**src/design/afp_pkg.sv**
```systemverilog
// afp_pkg: shared types, character codes, opcodes and status codes for the
// ascii frame number parser. No dependencies.
package afp_pkg;

  localparam int BUFFER_DEPTH_DEF = 64;
  localparam int MAX_DIGITS_DEF   = 3;

  localparam logic [7:0] CH_BANG  = 8'h21;
  localparam logic [7:0] CH_HASH  = 8'h23;
  localparam logic [7:0] CH_LOW_A = 8'h61;
  localparam logic [7:0] CH_LF    = 8'h0A;
  localparam logic [7:0] CH_CR    = 8'h0D;
  localparam logic [7:0] CH_ZERO  = 8'h30;
  localparam logic [7:0] CH_NINE  = 8'h39;
  localparam logic [7:0] CH_NUL   = 8'h00;

  localparam logic [1:0] OP_BYTE  = 2'd0;
  localparam logic [1:0] OP_REARM = 2'd1;
  localparam logic [1:0] OP_CLEAR = 2'd2;
  localparam logic [1:0] OP_SPARE = 2'd3;

  localparam logic [2:0] ST_OK        = 3'd0;
  localparam logic [2:0] ST_SHORT     = 3'd1;
  localparam logic [2:0] ST_FORMAT    = 3'd2;
  localparam logic [2:0] ST_COUNT     = 3'd3;
  localparam logic [2:0] ST_NON_DIGIT = 3'd4;

  localparam logic MODE_MARKER   = 1'b0;
  localparam logic MODE_DISTANCE = 1'b1;

  // distance frames always carry three digits after the LF
  localparam int DIST_DIGITS = 3;

  typedef struct packed {
    logic [1:0] opcode;
    logic [7:0] rx_byte;
  } item_t;

  typedef struct packed {
    logic       frame_kind;
    logic [2:0] parse_status;
    logic [9:0] parsed_value;
    logic [7:0] held_number;
    logic [9:0] held_distance;
    logic       rx_halted;
  } result_t;

  typedef struct packed {
    logic frame_mode;
  } cfg_word_t;

  typedef struct packed {
    logic fire;
    logic cfg_we;
    logic cfg_mode;
  } step_t;

endpackage

```
**src/design/afp_stream_if.sv**
```systemverilog
// afp_stream_if: valid/ready channel carrying one word of a chosen type.
// Used with the types of afp_pkg.
interface afp_stream_if #(parameter type T = logic) ();
  logic valid;
  logic ready;
  T     data;

  modport source (output valid, output data, input ready);
  modport sink (input valid, input data, output ready);
endinterface

```
**src/design/afp_in_stage.sv**
```systemverilog
// afp_in_stage: input register for received words.
// Depends on afp_pkg and afp_stream_if.
module afp_in_stage
  import afp_pkg::*;
(
  input  logic         clk,
  input  logic         rst,
  afp_stream_if.sink   item,
  input  logic         advance,
  output logic         held_valid,
  output item_t        held_word
);

  assign item.ready = !held_valid || advance;

  always_ff @(posedge clk) begin
    if (rst) begin
      held_valid <= 1'b0;
    end else if (item.valid && item.ready) begin
      held_valid <= 1'b1;
    end else if (advance) begin
      held_valid <= 1'b0;
    end
  end

  always_ff @(posedge clk) begin
    if (item.valid && item.ready) begin
      held_word <= item.data;
    end
  end

endmodule

```
**src/design/afp_parse.sv**
```systemverilog
// afp_parse: frame state and the per-word update, producing a result word
// on a terminator. Depends on afp_pkg.
module afp_parse
  import afp_pkg::*;
#(
  parameter int BUFFER_DEPTH = BUFFER_DEPTH_DEF,
  parameter int MAX_DIGITS   = MAX_DIGITS_DEF
) (
  input  logic    clk,
  input  logic    rst,
  input  step_t   step,
  input  item_t   word,
  output logic    res_valid,
  output result_t res
);

  localparam int CNT_W = $clog2(BUFFER_DEPTH);

  logic             frame_mode, frame_mode_next;
  logic [CNT_W-1:0] byte_count, byte_count_next;
  logic             zero_seen, zero_seen_next;
  logic [CNT_W-1:0] zero_pos, zero_pos_next;
  logic             header_ok, header_ok_next;
  logic             digits_ok, digits_ok_next;
  logic [9:0]       acc, acc_next;
  logic             halted, halted_next;
  logic [7:0]       number, number_next;
  logic [9:0]       distance, distance_next;

  logic [CNT_W-1:0] pos;
  logic [CNT_W:0]   n, len;
  logic [7:0]       b;
  logic             is_digit;
  logic [CNT_W-1:0] first_pos, last_pos;
  logic             in_window, past_window;
  logic [9:0]       acc_step;
  logic [2:0]       status;
  logic [9:0]       value;

  assign pos       = byte_count;
  assign b         = word.rx_byte;
  assign n         = {1'b0, pos} + (CNT_W + 1)'(1);
  assign len       = zero_seen ? {1'b0, zero_pos} : n;
  assign is_digit  = (b >= CH_ZERO) && (b <= CH_NINE);
  assign first_pos = (frame_mode == MODE_DISTANCE) ? CNT_W'(1) : CNT_W'(2);
  assign last_pos  = (frame_mode == MODE_DISTANCE) ? CNT_W'(1 + DIST_DIGITS)
                                                   : CNT_W'(2 + MAX_DIGITS);
  assign in_window   = (pos >= first_pos) && (pos < last_pos);
  assign past_window = (pos >= last_pos);
  assign acc_step  = {acc[6:0], 3'b000} + {acc[8:0], 1'b0} + {6'd0, b[3:0] - CH_ZERO[3:0]};

  always_comb begin
    frame_mode_next = frame_mode;
    byte_count_next = byte_count;
    zero_seen_next  = zero_seen;
    zero_pos_next   = zero_pos;
    header_ok_next  = header_ok;
    digits_ok_next  = digits_ok;
    acc_next        = acc;
    halted_next     = halted;
    number_next     = number;
    distance_next   = distance;
    res_valid       = 1'b0;
    status          = ST_OK;
    value           = 10'd0;

    if (step.cfg_we) begin
      frame_mode_next = step.cfg_mode;
      byte_count_next = '0;
      zero_seen_next  = 1'b0;
      zero_pos_next   = '0;
      header_ok_next  = 1'b0;
      digits_ok_next  = 1'b1;
      acc_next        = 10'd0;
    end else if (step.fire) begin
      unique case (word.opcode)
        OP_REARM: halted_next = 1'b0;
        OP_CLEAR: number_next = 8'd0;
        OP_BYTE: begin
          if (!halted) begin
            if (byte_count >= CNT_W'(BUFFER_DEPTH - 1)) begin
              byte_count_next = '0;
              zero_seen_next  = 1'b0;
              zero_pos_next   = '0;
              header_ok_next  = 1'b0;
              digits_ok_next  = 1'b1;
              acc_next        = 10'd0;
            end else if (frame_mode == MODE_DISTANCE && pos == '0 && b != CH_LF) begin
              byte_count_next = byte_count;
            end else begin
              byte_count_next = n[CNT_W-1:0];
              if (frame_mode == MODE_MARKER) begin
                if (pos == CNT_W'(0)) begin
                  header_ok_next = (b == CH_HASH);
                end else if (pos == CNT_W'(1)) begin
                  header_ok_next = header_ok && (b == CH_LOW_A);
                end
              end
              if ((frame_mode == MODE_MARKER && b != CH_BANG) ||
                  (frame_mode == MODE_DISTANCE && b != CH_CR)) begin
                // ordinary frame byte
                if (b == CH_NUL && !zero_seen) begin
                  zero_seen_next = 1'b1;
                  zero_pos_next  = pos;
                end
                if (in_window) begin
                  if (is_digit) begin
                    acc_next = acc_step;
                  end else begin
                    digits_ok_next = 1'b0;
                  end
                end else if (past_window && !is_digit) begin
                  digits_ok_next = 1'b0;
                end
              end else begin
                // terminator
                res_valid = 1'b1;
                if (frame_mode == MODE_MARKER) begin
                  if (len < (CNT_W + 1)'(4)) begin
                    status = ST_SHORT;
                  end else if (!header_ok_next || zero_seen) begin
                    status = ST_FORMAT;
                  end else if (pos == CNT_W'(2) || pos > CNT_W'(2 + MAX_DIGITS)) begin
                    status = ST_COUNT;
                  end else if (!digits_ok) begin
                    status = ST_NON_DIGIT;
                  end else begin
                    value = {2'b00, acc[7:0]};
                  end
                  number_next = value[7:0];
                  if (value != 10'd0) begin
                    halted_next = 1'b1;
                  end
                end else begin
                  if (len < (CNT_W + 1)'(5)) begin
                    status = ST_SHORT;
                  end else if (zero_seen) begin
                    status = ST_FORMAT;
                  end else if (n != (CNT_W + 1)'(5)) begin
                    status = ST_COUNT;
                  end else if (!digits_ok) begin
                    status = ST_NON_DIGIT;
                  end else begin
                    value         = acc;
                    distance_next = acc;
                  end
                end
                byte_count_next = '0;
                zero_seen_next  = 1'b0;
                zero_pos_next   = '0;
                header_ok_next  = 1'b0;
                digits_ok_next  = 1'b1;
                acc_next        = 10'd0;
              end
            end
          end
        end
        default: begin
          byte_count_next = byte_count;
        end
      endcase
    end
  end

  assign res.frame_kind    = frame_mode;
  assign res.parse_status  = status;
  assign res.parsed_value  = value;
  assign res.held_number   = number_next;
  assign res.held_distance = distance_next;
  assign res.rx_halted     = halted_next;

  always_ff @(posedge clk) begin
    if (rst) begin
      frame_mode <= MODE_MARKER;
      byte_count <= '0;
      zero_seen  <= 1'b0;
      zero_pos   <= '0;
      header_ok  <= 1'b0;
      digits_ok  <= 1'b1;
      acc        <= 10'd0;
      halted     <= 1'b0;
      number     <= 8'd0;
      distance   <= 10'd0;
    end else begin
      frame_mode <= frame_mode_next;
      byte_count <= byte_count_next;
      zero_seen  <= zero_seen_next;
      zero_pos   <= zero_pos_next;
      header_ok  <= header_ok_next;
      digits_ok  <= digits_ok_next;
      acc        <= acc_next;
      halted     <= halted_next;
      number     <= number_next;
      distance   <= distance_next;
    end
  end

endmodule

```
**src/design/afp_out_stage.sv**
```systemverilog
// afp_out_stage: result register on the output channel.
// Depends on afp_pkg and afp_stream_if.
module afp_out_stage
  import afp_pkg::*;
(
  input  logic         clk,
  input  logic         rst,
  input  logic         load,
  input  result_t      res,
  output logic         take,
  afp_stream_if.source result
);

  // room for a new word when empty or being emptied this cycle
  assign take = !result.valid || result.ready;

  always_ff @(posedge clk) begin
    if (rst) begin
      result.valid <= 1'b0;
    end else if (load) begin
      result.valid <= 1'b1;
    end else if (result.ready) begin
      result.valid <= 1'b0;
    end
  end

  always_ff @(posedge clk) begin
    if (load) begin
      result.data <= res;
    end
  end

endmodule

```
**src/design/ascii_frame_number_parser_core.sv**
```systemverilog
// ascii_frame_number_parser_core: top level of the frame parser.
// Depends on afp_pkg, afp_stream_if, afp_in_stage, afp_parse, afp_out_stage.
//
// Takes one word per cycle on item (opcode and received byte) while result
// is not stalled, and gives one result word on result for each frame
// terminator taken while not halted: '!' in marker mode, CR in distance mode.
// A word passes an input register, then the frame state update writes the
// result register. The mode register is written on cfg, always ready; it is
// to be written only while no word is in flight, which the block itself does
// not enforce. A write discards the frame in progress.
module ascii_frame_number_parser_core
  import afp_pkg::*;
#(
  parameter int BUFFER_DEPTH = BUFFER_DEPTH_DEF,
  parameter int MAX_DIGITS   = MAX_DIGITS_DEF
) (
  input  logic         clk,
  input  logic         rst,
  afp_stream_if.sink   cfg,
  afp_stream_if.sink   item,
  afp_stream_if.source result
);

  logic    held_valid;
  item_t   held_word;
  logic    take;
  logic    advance;
  step_t   step;
  logic    res_valid;
  result_t res;

  assign cfg.ready = 1'b1;
  assign advance   = held_valid && take;

  assign step.fire     = advance;
  assign step.cfg_we   = cfg.valid && cfg.ready;
  assign step.cfg_mode = cfg.data.frame_mode;

  afp_in_stage u_in (
    .clk        (clk),
    .rst        (rst),
    .item       (item),
    .advance    (advance),
    .held_valid (held_valid),
    .held_word  (held_word)
  );

  afp_parse #(
    .BUFFER_DEPTH (BUFFER_DEPTH),
    .MAX_DIGITS   (MAX_DIGITS)
  ) u_parse (
    .clk       (clk),
    .rst       (rst),
    .step      (step),
    .word      (held_word),
    .res_valid (res_valid),
    .res       (res)
  );

  afp_out_stage u_out (
    .clk    (clk),
    .rst    (rst),
    .load   (advance && res_valid),
    .res    (res),
    .take   (take),
    .result (result)
  );

endmodule

```
**src/flat_wrapper.sv**
```systemverilog
// flat-port wrapper written by rule: the top's interface ports become plain ports
module ascii_frame_number_parser_core_flat import afp_pkg::*;
#(
  parameter int BUFFER_DEPTH = BUFFER_DEPTH_DEF,
  parameter int MAX_DIGITS   = MAX_DIGITS_DEF
)
  (clk, rst, cfg_valid, cfg_data, cfg_ready, item_valid, item_data, item_ready, result_valid, result_data, result_ready);
  afp_stream_if #(.T(cfg_word_t)) cfg_i ();
  afp_stream_if #(.T(item_t)) item_i ();
  afp_stream_if #(.T(result_t)) result_i ();
  input  logic clk;
  input  logic rst;
  input wire logic [$bits(cfg_i.valid)-1:0] cfg_valid;
  input wire logic [$bits(cfg_i.data)-1:0] cfg_data;
  output wire logic [$bits(cfg_i.ready)-1:0] cfg_ready;
  input wire logic [$bits(item_i.valid)-1:0] item_valid;
  input wire logic [$bits(item_i.data)-1:0] item_data;
  output wire logic [$bits(item_i.ready)-1:0] item_ready;
  output wire logic [$bits(result_i.valid)-1:0] result_valid;
  output wire logic [$bits(result_i.data)-1:0] result_data;
  input wire logic [$bits(result_i.ready)-1:0] result_ready;
  assign cfg_i.valid = cfg_valid;
  assign cfg_i.data = cfg_data;
  assign cfg_ready = cfg_i.ready;
  assign item_i.valid = item_valid;
  assign item_i.data = item_data;
  assign item_ready = item_i.ready;
  assign result_valid = result_i.valid;
  assign result_data = result_i.data;
  assign result_i.ready = result_ready;
  ascii_frame_number_parser_core #(.BUFFER_DEPTH(BUFFER_DEPTH), .MAX_DIGITS(MAX_DIGITS)) u_core (.clk(clk), .rst(rst), .cfg(cfg_i), .item(item_i), .result(result_i));
endmodule
```
**config.mk**
```make
export PLATFORM = sky130hd
export DESIGN_NAME = ascii_frame_number_parser_core_flat
export DESIGN_NICKNAME = d
export VERILOG_FILES = /design/src/design/afp_pkg.sv /design/src/design/afp_stream_if.sv /design/src/design/afp_in_stage.sv /design/src/design/afp_parse.sv /design/src/design/afp_out_stage.sv /design/src/design/ascii_frame_number_parser_core.sv /design/src/flat_wrapper.sv
export SDC_FILE = /design/constraint.sdc
export NUM_CORES = 1
export LEC_CHECK = 0
export BUFFER_PORTS_ARGS = -buffer_cell sky130_fd_sc_hd__buf_4
export CAP_MARGIN = 25
export CORE_ASPECT_RATIO = 1.25
export CORE_MARGIN = 3
export CORE_UTILIZATION = 30
export CTS_BUF_LIST = sky130_fd_sc_hd__clkbuf_8
export CTS_CLUSTER_DIAMETER = 50
export DETAILED_ROUTE_END_ITERATION = 8
export GPL_TIMING_DRIVEN = 0
export PLACE_DENSITY = 0.52
export SETUP_SLACK_MARGIN = 0.5
export SYNTH_ARGS = -nofsm -noshare
export SYNTH_HDL_FRONTEND = slang
export SYNTH_SLANG_ARGS = --single-unit
```
**constraint.sdc**
```tcl
create_clock -name clk -period 3.3 [get_ports clk]
set_clock_uncertainty 0.2 [all_clocks]
set_input_delay 0 -clock clk [delete_from_list [all_inputs] [get_ports clk]]
set_output_delay 0 -clock clk [all_outputs]
set_load 0.01 [all_outputs]
```
==> flow_summary.ini <==
[global_routing]
grt_use_total = 0.131
overflow = 0
antenna_found_initial = 0
grt_pass1_wl_um = 16600
grt_pass1_vias = 3214
grt_max_degree = 28

[setup_path]
cpLargestDelayFamily = simple AND/OR/NAND/NOR gates
critical_path_class = reg -> reg
critPathMaxStageDelay_ns = 0.56
startpoint = u_core.u_in.held_word[2]
cp_slowest_cell = edfxtp_1
reg2reg_from = u_core.u_in.held_word[2]
crit_path_end = u_core.u_out.result.valid
reg2reg_depth = 6
critPathMaxFanout = 7
cp.required_ns = 3.41
worstReg2RegEnd = u_core.u_out.result.valid
critPathBufInv = 1
crit_chain = and4bb_1, a32oi_1, nor3_4, nand4_1, a21oi_1, dlygate4sd3_1
worstPathArrival_ns = 2.81
r2r_setup_slack_ns = 0.61
crit_path_start_kind = flip-flop
crit_cells = 6
critPathCaptureType = flip-flop

[power_and_ir_drop]
p_per_area_nw_per_um2 = 376
clkPwrFrac = 0.387
swShare = 0.245
power_frac_comb = 0.052
p_sw_mw = 0.521
ir_worst_vdd_uv = 167
power_leakage_nw = 2.15
power_mw = 2.12
seqPwrFrac = 0.561
intPower_mw = 1.60

[sta]
max-slew-margin-rel = 0.636
period_needed_ns = 2.69
hold_ws_ns = 0.142
final_max_slew_viol_count = 0
worst_pin_slew_ns = 0.546
hold_viol_final = 0
post-route-period-util = 0.816
rsz0062_at_grt = yes
fmax_mhz = 371
setup_viol = 0

[final_layout]
fin_cells = 652
nNetsFinal = 512
areaGrowthSynthToFinish_pct = 29.9
layout-drive-gt1-share = 0.302
diodes = 0
final_common_cell = buf_4
final_cell_mix = buf_4 (65), dfxtp_1 (43), edfxtp_1 (43)
fin_util = 0.403

[cts]
cts_tree = yes
cts_sinks = 90
htreeDepth = 3
clock_latency_ns = 0.37
numCtsBuffers = 9
root_buffer = clkbuf_8
clk_pin_slew_ns = 0.10
clockBufferDepth = 2

[logic_synthesis]
synth_mux_area_frac = 0.0282
synth_fa_ha_area_frac = 0.0726
synth_cells = 378
yosysSeqAreaShare = 0.514
synthFlopType = dfxtp_1
synth-edff-count = 43
synth_xor_area_frac = 0.0182
synth_compound_area_frac = 0.138
synth.top_cell.area_share = 0.297
syn_area_um2 = 4340
synth.area.top_cells = edfxtp_1 (30%), dfxtp_1 (22%), ha_1 (6.3%), a22o_1 (3.8%), nor2b_1 (3.0%)
yosysUniqueCellTypes = 72
synth_seq_cells = 90
yosys.area_share.simple = 0.205
syn_nets = 418
synth_warnings = 0
postSynthAreaPerCell_um2 = 11.5
async_flop_share = 0
synth_top_area_cell = edfxtp_1
synth_top_family_by_area = simple AND/OR/NAND/NOR gates

[place]
place.gp.congestion = 0.866
port_buffers = 50
hpwl_um = 7510
placed_cells = 604

[floorplanning]
core_area_um2 = 14000
die_width_um = 114
num_rows = 48
ios = 52
initial_utilization = 0.310
die_area_um2 = 16000
die_h_um = 141

[drt]
vias = 3254
via_per_inst = 4.99
drt_iter0_drc = 178
totalWireLength_um = 10300
ant_nets = 0
drc = 0
routedWlPerCell_um = 15.8
drt_pass1_iterations = 4

[min_path]
min_path_type = in -> reg

[run]
maxCapViolations = 0

[status]
outcome = complete, no violations
==> sequential cells by signal, indices dropped and copies added, names as in the netlist <==
name / flops
u_core.u_parse.zero_seen: 1
u_core.u_out.result.data: 33
u_core.u_in.held_word: 10
u_core.u_parse.acc: 10
u_core.u_parse.frame_mode: 1
u_core.u_parse.number: 8
u_core.u_parse.header_ok: 1
u_core.u_out.result.valid: 1
u_core.u_parse.distance: 10
u_core.u_parse.digits_ok: 1
u_core.u_parse.halted: 1
u_core.u_in.held_valid: 1
u_core.u_parse.zero_pos: 6
u_core.u_parse.byte_count: 6
==> worst reg2reg max path: cells and delay by family, from the launching register on <==
kind | cells | cell delay, ns
and+or+nand+nor | 3 | 0.98
DFF | 1 | 0.56
AOI/OAI and AO/OA | 2 | 0.36
buffers and inverters | 1 | 0.55
==> synth_stat cells, types with 2 or more instances <==
cell       number
a21o_1          4
buf_4           2
or2_2           2
o2bb2ai_1       2
or3_1           2
nand2_1        20
nor2_1         21
a211oi_1        3
o21ai_0        12
edfxtp_1       43
xnor2_1         8
buf_2           2
nor3_2          2
and2_1          5
nand2b_1        5
nor3_1         12
nor4b_1         2
clkbuf_1        6
dfxtp_1        47
and2b_1         8
o22ai_1         2
inv_1          11
nand4_1         6
nand4b_1        2
fa_1            2
mux2_2         10
nand3_1         7
nor4_1          5
ha_1           22
nor2b_1        21
a21oi_1        21
and3_1          2
or4_4           2
a22o_1         19
==> final cells by class <==
class                           instances  area, um2
Clock inverter                          7       96.3
Buffer                                 11       63.8
Sequential cell                        90       2240
Multi-Input combinational cell        266       2170
Fill cell                            1361       8350
Inverter                               11       41.3
Tap cell                              175        219
Clock buffer                            9        124
Timing Repair Buffer                   83        691
==> per-layer routing <==
| metal | global-route usage | up-vias | wire length, um |
|---|---|---|---|
| met5 | 0 | - | 0 |
| met4 | 0.0481 | 0 | 160 |
| met3 | 0.0259 | 15 | 543 |
| met2 | 0.219 | 81 | 5040 |
| met1 | 0.167 | 1552 | 4550 |
| li1 | - | 1606 | - |
==> power groups by stage <==
stage | clock network [mW] | registers [mW] | logic (mW)
after floorplan | 0 | 1.21 | 0.0454
after global placement | 0 | 1.22 | 0.0757
after detailed placement | 0 | 1.22 | 0.0766
after CTS | 0.848 | 1.19 | 0.0974
after global routing | 0.890 | 1.19 | 0.122
final | 0.821 | 1.19 | 0.110
==> worst min-delay path by stage <==
stage | from | endpoint | cells after the start
after floorplan | rst | u_core.u_parse.distance[0] | 1
final | item_data[2] | u_core.u_in.held_word[2] | 2
after global routing | item_data[0] | u_core.u_in.held_word[0] | 2
after global placement | item_data[8] | u_core.u_in.held_word[8] | 1
after CTS | item_data[7] | u_core.u_in.held_word[7] | 2
after detailed placement | item_data[6] | u_core.u_in.held_word[6] | 1
==> metrics by stage <==
| stage | area (um2) | setup slack, ns | setup TNS (ns) |
|---|---|---|---|
| final | 5640 | 0.607 | 0 |
| after global routing | 5640 | 0.455 | 0 |
| after CTS | 5470 | 0.500 | 0 |
| after detailed placement | 4960 | 0.211 | 0 |
| after global placement | 4940 | -0.106 | -3.37 |
| after floorplan | 4340 | 0.574 | 0 |
==> what timing repair did <==
item	CTS	global route
pin swaps	5	14
hold buffers	19	0
gates resized for setup	16	22
endpoints found under the hold margin	21	0
buffers inserted	3	10
endpoints found under the setup margin	95	99
cloned	0	0
==> cell families (layout without fill, tap and decap cells) <==
logic type      Yosys count  count (layout)
compound gates           80              80
xor+xnor                  9               9
fa+ha+maj                24              24
buf+inv                  22             121
flops                    90              90
mux                      11              11
other cells               1               1
simple gates            141             141
Note: power is estimated with default switching activity, not from simulation.
